File: src/skrf_pkg.sv
`timescale 1ns / 1ps
// ----------------------------------------------------------------------------
// skrf_pkg: shared types and constants of the rate fusion filter
// Register map, reset values, divider request/response and saturation.
// ----------------------------------------------------------------------------
package skrf_pkg;

	localparam int unsigned ADDR_W = 4;
	localparam int unsigned DATA_W = 32;
	localparam int unsigned QUOT_W = 32;
	localparam int unsigned DEN_W  = 33;
	localparam int unsigned NUM_W  = 64;

	typedef enum logic [1:0] {
		REG_PROCESS_VAR = 2'd0,
		REG_MEAS_VAR    = 2'd1,
		REG_INIT_VAR    = 2'd2
	} reg_idx_t;

	localparam logic [DATA_W-1:0] PROCESS_VAR_RST = 32'd262144;
	localparam logic [DATA_W-1:0] MEAS_VAR_RST    = 32'd32768;
	localparam logic [DATA_W-1:0] INIT_VAR_RST    = 32'd65536000;

	typedef struct packed {
		logic              start;
		logic [NUM_W-1:0]  numer;
		logic [DEN_W-1:0]  denom;
	} div_req_t;

	typedef struct packed {
		logic              done;
		logic [QUOT_W-1:0] quot;
	} div_rsp_t;

	function automatic logic signed [31:0] sat_s32(input logic signed [33:0] v);
		logic signed [31:0] r;
		if ((v[33] == v[32]) && (v[32] == v[31]))
			r = v[31:0];
		else if (v[33])
			r = 32'sh8000_0000;
		else
			r = 32'sh7FFF_FFFF;
		return r;
	endfunction

endpackage

File: src/skrf_div.sv
`timescale 1ns / 1ps
// ----------------------------------------------------------------------------
// skrf_div: serial restoring divider
// One quotient bit per cycle, 64-bit dividend over 33-bit divisor, 32-bit quotient.
// ----------------------------------------------------------------------------
module skrf_div (
	input  logic              clk,
	input  logic              arst_n,
	input  skrf_pkg::div_req_t req,
	output skrf_pkg::div_rsp_t rsp
);
	import skrf_pkg::*;

	logic [DEN_W-1:0]  rem_q;
	logic [QUOT_W-1:0] low_q;
	logic [DEN_W-1:0]  den_q;
	logic [4:0]        cnt_q;
	logic              busy_q;
	logic              done_q;
	logic [DEN_W:0]    shifted;
	logic [DEN_W:0]    trial;
	logic              fits;

	assign shifted = {rem_q, low_q[QUOT_W-1]};
	assign trial   = shifted - {1'b0, den_q};
	assign fits    = (shifted >= {1'b0, den_q});

	always_ff @(posedge clk or negedge arst_n) begin
		if (!arst_n) begin
			busy_q <= 1'b0;
			done_q <= 1'b0;
			cnt_q  <= '0;
			rem_q  <= '0;
			low_q  <= '0;
			den_q  <= '0;
		end else begin
			done_q <= 1'b0;
			if (req.start) begin
				rem_q  <= {1'b0, req.numer[NUM_W-1:QUOT_W]};
				low_q  <= req.numer[QUOT_W-1:0];
				den_q  <= req.denom;
				cnt_q  <= '0;
				busy_q <= 1'b1;
			end else if (busy_q) begin
				rem_q <= fits ? trial[DEN_W-1:0] : shifted[DEN_W-1:0];
				low_q <= {low_q[QUOT_W-2:0], fits};
				cnt_q <= cnt_q + 5'd1;
				if (cnt_q == 5'd31) begin
					busy_q <= 1'b0;
					done_q <= 1'b1;
				end
			end
		end
	end

	assign rsp.done = done_q;
	assign rsp.quot = low_q;

endmodule

File: src/scalar_kalman_rate_fusion.sv
`timescale 1ns / 1ps
// ----------------------------------------------------------------------------
// scalar_kalman_rate_fusion: scalar Kalman filter fusing IMU and odometry rates
// IMU request: stored, no result. First odometry request: seeds, no result.
// Later odometry request: prediction, then gain and variance passes of the
// shared serial divider (skipped if the denominator is zero), then emit. No new
// request is taken until emit; a stalled earlier result holds the block in emit.
// Reset (arst_n low) loads register defaults, clears the estimate and rates.
// ----------------------------------------------------------------------------
module scalar_kalman_rate_fusion (
	input  logic                                clk,
	input  logic                                arst_n,
	input  logic                                psel,
	input  logic                                penable,
	input  logic                                pwrite,
	input  logic [skrf_pkg::ADDR_W-1:0]         paddr,
	input  logic [skrf_pkg::DATA_W-1:0]         pwdata,
	output logic [skrf_pkg::DATA_W-1:0]         prdata,
	output logic                                pready,
	input  logic                                in_valid,
	output logic                                in_stall,
	input  logic                                func,
	input  logic signed [31:0]                  rate_sample,
	output logic                                out_valid,
	input  logic                                out_stall,
	output logic signed [31:0]                  filtered_rate
);
	import skrf_pkg::*;

	typedef enum logic [2:0] {
		ST_IDLE,
		ST_MUL_GAIN,
		ST_DIV_GAIN,
		ST_WAIT_GAIN,
		ST_MUL_VAR,
		ST_DIV_VAR,
		ST_WAIT_VAR,
		ST_EMIT
	} state_t;

	state_t              state_q;
	logic [31:0]         process_var_q;
	logic [31:0]         meas_var_q;
	logic [31:0]         init_var_q;
	logic signed [31:0]  est_q;
	logic [31:0]         var_q;
	logic signed [31:0]  prev_q;
	logic signed [31:0]  imu_q;
	logic                first_q;
	logic                neg_q;
	logic [NUM_W-1:0]    prod_q;
	logic [DEN_W-1:0]    den_q;
	logic                out_valid_q;
	logic signed [31:0]  out_q;

	logic                wr_en;
	reg_idx_t            wr_idx;
	logic                in_acc;
	logic signed [33:0]  pred_sum;
	logic [32:0]         var_sum;
	logic signed [32:0]  diff;
	logic [31:0]         mag;
	logic [DEN_W-1:0]    den_sum;
	logic signed [33:0]  corr_sum;
	logic [31:0]         mul_a;
	logic [31:0]         mul_b;
	div_req_t            div_req;
	div_rsp_t            div_rsp;

	skrf_div u_div (
		.clk   (clk),
		.arst_n(arst_n),
		.req   (div_req),
		.rsp   (div_rsp)
	);

	assign pready = 1'b1;
	assign wr_en  = psel & penable & pwrite;
	assign wr_idx = reg_idx_t'(paddr[3:2]);

	always_comb begin
		case (reg_idx_t'(paddr[3:2]))
			REG_PROCESS_VAR: prdata = process_var_q;
			REG_MEAS_VAR:    prdata = meas_var_q;
			REG_INIT_VAR:    prdata = init_var_q;
			default:         prdata = '0;
		endcase
	end

	assign in_stall = (state_q != ST_IDLE);
	assign in_acc   = in_valid & ~in_stall;

	assign pred_sum = 34'(est_q) + 34'(rate_sample) - 34'(prev_q);
	assign var_sum  = {1'b0, var_q} + {1'b0, process_var_q};
	assign diff     = 33'(imu_q) - 33'(est_q);
	assign mag      = diff[32] ? 32'(-diff) : 32'(diff);
	assign den_sum  = {1'b0, meas_var_q} + {1'b0, var_q};
	assign corr_sum = neg_q ? (34'(est_q) - {2'b00, div_rsp.quot})
	                        : (34'(est_q) + {2'b00, div_rsp.quot});

	assign mul_a = (state_q == ST_MUL_GAIN) ? var_q : meas_var_q;
	assign mul_b = (state_q == ST_MUL_GAIN) ? mag : var_q;

	assign div_req.start = (state_q == ST_DIV_GAIN) || (state_q == ST_DIV_VAR);
	assign div_req.numer = prod_q;
	assign div_req.denom = den_q;

	always_ff @(posedge clk or negedge arst_n) begin
		if (!arst_n) begin
			state_q       <= ST_IDLE;
			process_var_q <= PROCESS_VAR_RST;
			meas_var_q    <= MEAS_VAR_RST;
			init_var_q    <= INIT_VAR_RST;
			est_q         <= '0;
			var_q         <= INIT_VAR_RST;
			prev_q        <= '0;
			imu_q         <= '0;
			first_q       <= 1'b1;
			neg_q         <= 1'b0;
			prod_q        <= '0;
			den_q         <= '0;
			out_valid_q   <= 1'b0;
			out_q         <= '0;
		end else begin
			if (wr_en) begin
				case (wr_idx)
					REG_PROCESS_VAR: process_var_q <= pwdata;
					REG_MEAS_VAR:    meas_var_q    <= pwdata;
					REG_INIT_VAR: begin
						init_var_q <= pwdata;
						if (first_q)
							var_q <= pwdata;
					end
					default: ;
				endcase
			end

			if (out_valid_q && !out_stall && (state_q != ST_EMIT))
				out_valid_q <= 1'b0;

			case (state_q)
				ST_IDLE: begin
					if (in_acc) begin
						if (!func) begin
							imu_q <= rate_sample;
						end else if (first_q) begin
							est_q   <= rate_sample;
							prev_q  <= rate_sample;
							first_q <= 1'b0;
						end else begin
							est_q   <= sat_s32(pred_sum);
							prev_q  <= rate_sample;
							var_q   <= var_sum[32] ? 32'hFFFF_FFFF : var_sum[31:0];
							state_q <= ST_MUL_GAIN;
						end
					end
				end
				ST_MUL_GAIN: begin
					neg_q   <= diff[32];
					prod_q  <= {32'd0, mul_a} * {32'd0, mul_b};
					den_q   <= den_sum;
					state_q <= (den_sum == '0) ? ST_EMIT : ST_DIV_GAIN;
				end
				ST_DIV_GAIN: begin
					state_q <= ST_WAIT_GAIN;
				end
				ST_WAIT_GAIN: begin
					if (div_rsp.done) begin
						est_q   <= sat_s32(corr_sum);
						state_q <= ST_MUL_VAR;
					end
				end
				ST_MUL_VAR: begin
					prod_q  <= {32'd0, mul_a} * {32'd0, mul_b};
					state_q <= ST_DIV_VAR;
				end
				ST_DIV_VAR: begin
					state_q <= ST_WAIT_VAR;
				end
				ST_WAIT_VAR: begin
					if (div_rsp.done) begin
						var_q   <= div_rsp.quot;
						state_q <= ST_EMIT;
					end
				end
				ST_EMIT: begin
					if (!out_valid_q || !out_stall) begin
						out_valid_q <= 1'b1;
						out_q       <= est_q;
						state_q     <= ST_IDLE;
					end
				end
				default: state_q <= ST_IDLE;
			endcase
		end
	end

	assign out_valid     = out_valid_q;
	assign filtered_rate = out_q;

endmodule

File: config.mk
export PLATFORM = sky130hd
export DESIGN_NAME = scalar_kalman_rate_fusion
export DESIGN_NICKNAME = d
export VERILOG_FILES = /design/src/skrf_pkg.sv /design/src/skrf_div.sv /design/src/scalar_kalman_rate_fusion.sv
export SDC_FILE = /design/constraint.sdc
export NUM_CORES = 2
export LEC_CHECK = 0
export BUFFER_PORTS_ARGS = -buffer_cell sky130_fd_sc_hd__buf_4
export CORE_MARGIN = 4
export CORE_UTILIZATION = 65
export CTS_CLUSTER_DIAMETER = 120
export DETAILED_ROUTE_END_ITERATION = 10
export MAX_ROUTING_LAYER = met4
export PLACE_DENSITY = 0.82
export SLEW_MARGIN = 20
export SYNTH_ARGS = -nofsm -noshare
export SYNTH_HDL_FRONTEND = slang
export SYNTH_SLANG_ARGS = --single-unit
File: constraint.sdc
create_clock -name clk -period 13.9 [get_ports clk]
set_input_delay 0 -clock clk [delete_from_list [all_inputs] [get_ports clk]]
set_output_delay 0 -clock clk [all_outputs]
set_load 0.02 [all_outputs]
==> impl_metrics.ini <==
[status]
status = finished with violations
violations = negative hold slack

[place]
hpwl_um = 189000
pre_cts_ws_ps = 1380
portBuffers = 139
routabilityCongestion = 1.07

[die]
num_rows = 117
core_area_um2 = 102000
num_io_pins = 143
die_area_um2 = 108000
dieHeight_um = 329
start_util_pct = 65.7
die_x_um = 329

[yosys]
yosysWarnings = 0
syn_area_um2 = 67000
synth_seq_cells = 464
yosysTopAreaCellShare_pct = 27.9
syn-num-nets = 9309
synthFlopType = dfrtp_1
syn_inst = 7837
ys_types = 100
synth-seq-area-share_pct = 17.4
yosysMostFrequentCell = inv_1
synth_commonest_cells = inv_1, nand2_1, fa_1
ys_async_sr_fraction_pct = 100
synth_edf_count = 0
synth.largest_area_cell = fa_1
synthTopCellsByArea = fa_1, dfrtp_1, ha_1
syn_avg_cell_area_um2 = 8.55

[timing]
slew_viol_final = 0
rsz0062_at_grt = false
fin_crit_ps = 13070
setup_slack_ps = 834
report.final.hold_viol_count = 15
worstMarginPinSlew_ps = 1290
timing.final.crit_share_pct = 94.0
skew_ps = 27.7
setup_viol = 0
hold_slack_ps = -50.6
setup-tns-final_ps = 0
timing.slew.headroom_pct = 13.9
fmax_mhz = 76.5

[clock_network]
clk_latency_ps = 630
numCtsBuffers = 49
clkSinkCount = 464
clk_path_buf_depth = 3
cts-htree-levels = 2
clockRootBuffer = clkbuf_16
hold_buffers = 72
ctsResizeCount = 0
clkTransAtPathRegs_ps = 70
cts_tree = yes
post_cts_buffers = 0

[worst_setup_path]
critPathCaptureType = flip-flop
crit_family = compound AO/OA/AOI/OAI gates
path_buf_inv = 2
startpoint_type = flip-flop
critPathKind = flip-flop to flip-flop
cpMaxStageDelayCell = o21a_1
required_ps = 14380
cpMostUsedCell = fa_1
crit_fanout = 24
arrival_ps = 13550
max_stage_delay_ps = 890

[min_path]
hp-class = input port to async pin

[global_route]
grt_max_degree = 119
track_usage_pct = 46.7
grt_pass1_vias = 59800
grt_pass1_wl_um = 368000
antenna_found_initial = 9
overflow = 0

[route]
first_iter_violations = 6594
dr.pass1.iters = 9
via_count = 59400
route.met3.wl_um = 30000
drc = 0
drt-total-wl_um = 245000
met2WireLength_um = 105000
wirelength_met1_um = 90700
top_layer_used = met4
ant_nets = 0
viasPerCell = 6.44
wl_per_cell_um = 26.6

[layout]
regArea_um2 = 11600
post-route-util_pct = 70.4
area_delta_synth_final_pct = 7.18
drive_above_1_share_pct = 7.63
fillers = 7958
nNetsFinal = 9267
multi_input_comb_area_um2 = 49500

[run]
cap_violations = 0
==> kinds of logic (layout without fill, tap and decap cells) <==
kind of cell	after synthesis	in the layout	share of synthesized area, %
XOR/XNOR	262	262	3.44
AND/OR/NAND/NOR	2323	2323	15.1
flip-flops	464	464	17.4
other	1	12	0.00560
adder cells (fa/ha/maj)	1396	1396	36.5
multiplexers	262	262	4.19
buffers and inverters	1635	1632	9.23
AO/OA/AOI/OAI	1494	1494	14.2
==> worst register-to-register path, delay by kind of cell, from the launching register on <==
family	cells	cell delay, ps
AOI/OAI and AO/OA	16	5670
DFF	1	410
buffers and inverters	2	130
adders and majority gates	11	5210
and+or+nand+nor	5	970
xor gates and xnor gates	1	520
==> worst paths after layout <==
| path | from | slack, ps | cells after the start | end |
|---|---|---|---|---|
| hold reg to reg | den_q[24] | 470 | 2 | u_div.den_q[24] |
| setup / recovery | est_q[0] | 830 | 35 | prod_q[63] |
| max in group asynchronous | arst_n | 10980 | 5 | prev_q[24] |
| hold / removal | arst_n | -50 | 2 | u_div.rem_q[12] |
| setup reg to reg | est_q[0] | 830 | 35 | prod_q[63] |
| min in group clk | penable | 140 | 6 | process_var_q[1] |
==> sequential cells by signal, summed over array words and instances, names as in the netlist <==
signal	cells
u_div.busy_q	1
prod_q	64
init_var_q	32
out_valid	1
first_q	1
imu_q	32
prev_q	32
u_div.done_q	1
u_div.den_q	33
process_var_q	32
u_div.cnt_q	5
den_q	33
u_div.low_q	32
neg_q	1
u_div.rem_q	33
var_q	32
meas_var_q	32
filtered_rate	32
est_q	32
state_q	3
==> layout make-up <==
type / count / share of cell area, %
Antenna cell: 11 / 0.0383
Clock buffer: 65 / 1.96
Clock inverter: 25 / 0.472
Inverter: 1211 / 6.33
Multi-Input combinational cell: 5738 / 68.9
Sequential cell: 464 / 16.2
Tap cell: 1368 / 2.38
Timing Repair Buffer: 331 / 3.76
==> per-layer routing <==
metal	vias to the layer above	track usage (%)
met4	0	26.9
met5	-	-
li1	25400	-
met2	3767	68.3
met3	996	13.6
met1	29200	58.1
==> through the flow <==
step	instance area [µm²]	instances	hold WS [ps]
2_1_floorplan	67000	7837	-296
3_3_place_gp	69300	9038	61.9
3_5_place_dp	69300	9038	64.6
4_1_cts	71700	9200	10.3
5_1_grt	71800	9210	62.2
6_report	71800	9213	-50.6
==> layout by cell type (no fill, tap or decap), types with 15 or more instances in the layout <==
master / instances
o21bai_1: 36
and3_1: 54
clkbuf_16: 51
ha_1: 463
nor3_1: 71
nor2_1: 528
o31ai_1: 47
fa_1: 933
nand4_1: 42
inv_1: 1209
dfstp_2: 15
xor2_1: 102
and2_1: 91
dfrtp_1: 448
dlygate4sd3_1: 73
a211oi_1: 53
a21o_1: 140
nand3_1: 120
nand2_1: 1187
xnor2_1: 159
nand2b_1: 52
o211ai_1: 64
buf_4: 255
or3_1: 26
o21a_1: 61
a21oi_1: 319
a31oi_1: 40
nor2b_1: 38
o21ai_0: 461
mux2_2: 143
a22oi_1: 22
or2_2: 19
o221ai_1: 37
mux2i_1: 116
Power is left out: the tool's default activity adds up to more than one toggle a clock period on the data nets, which glitch-free logic cannot reach.
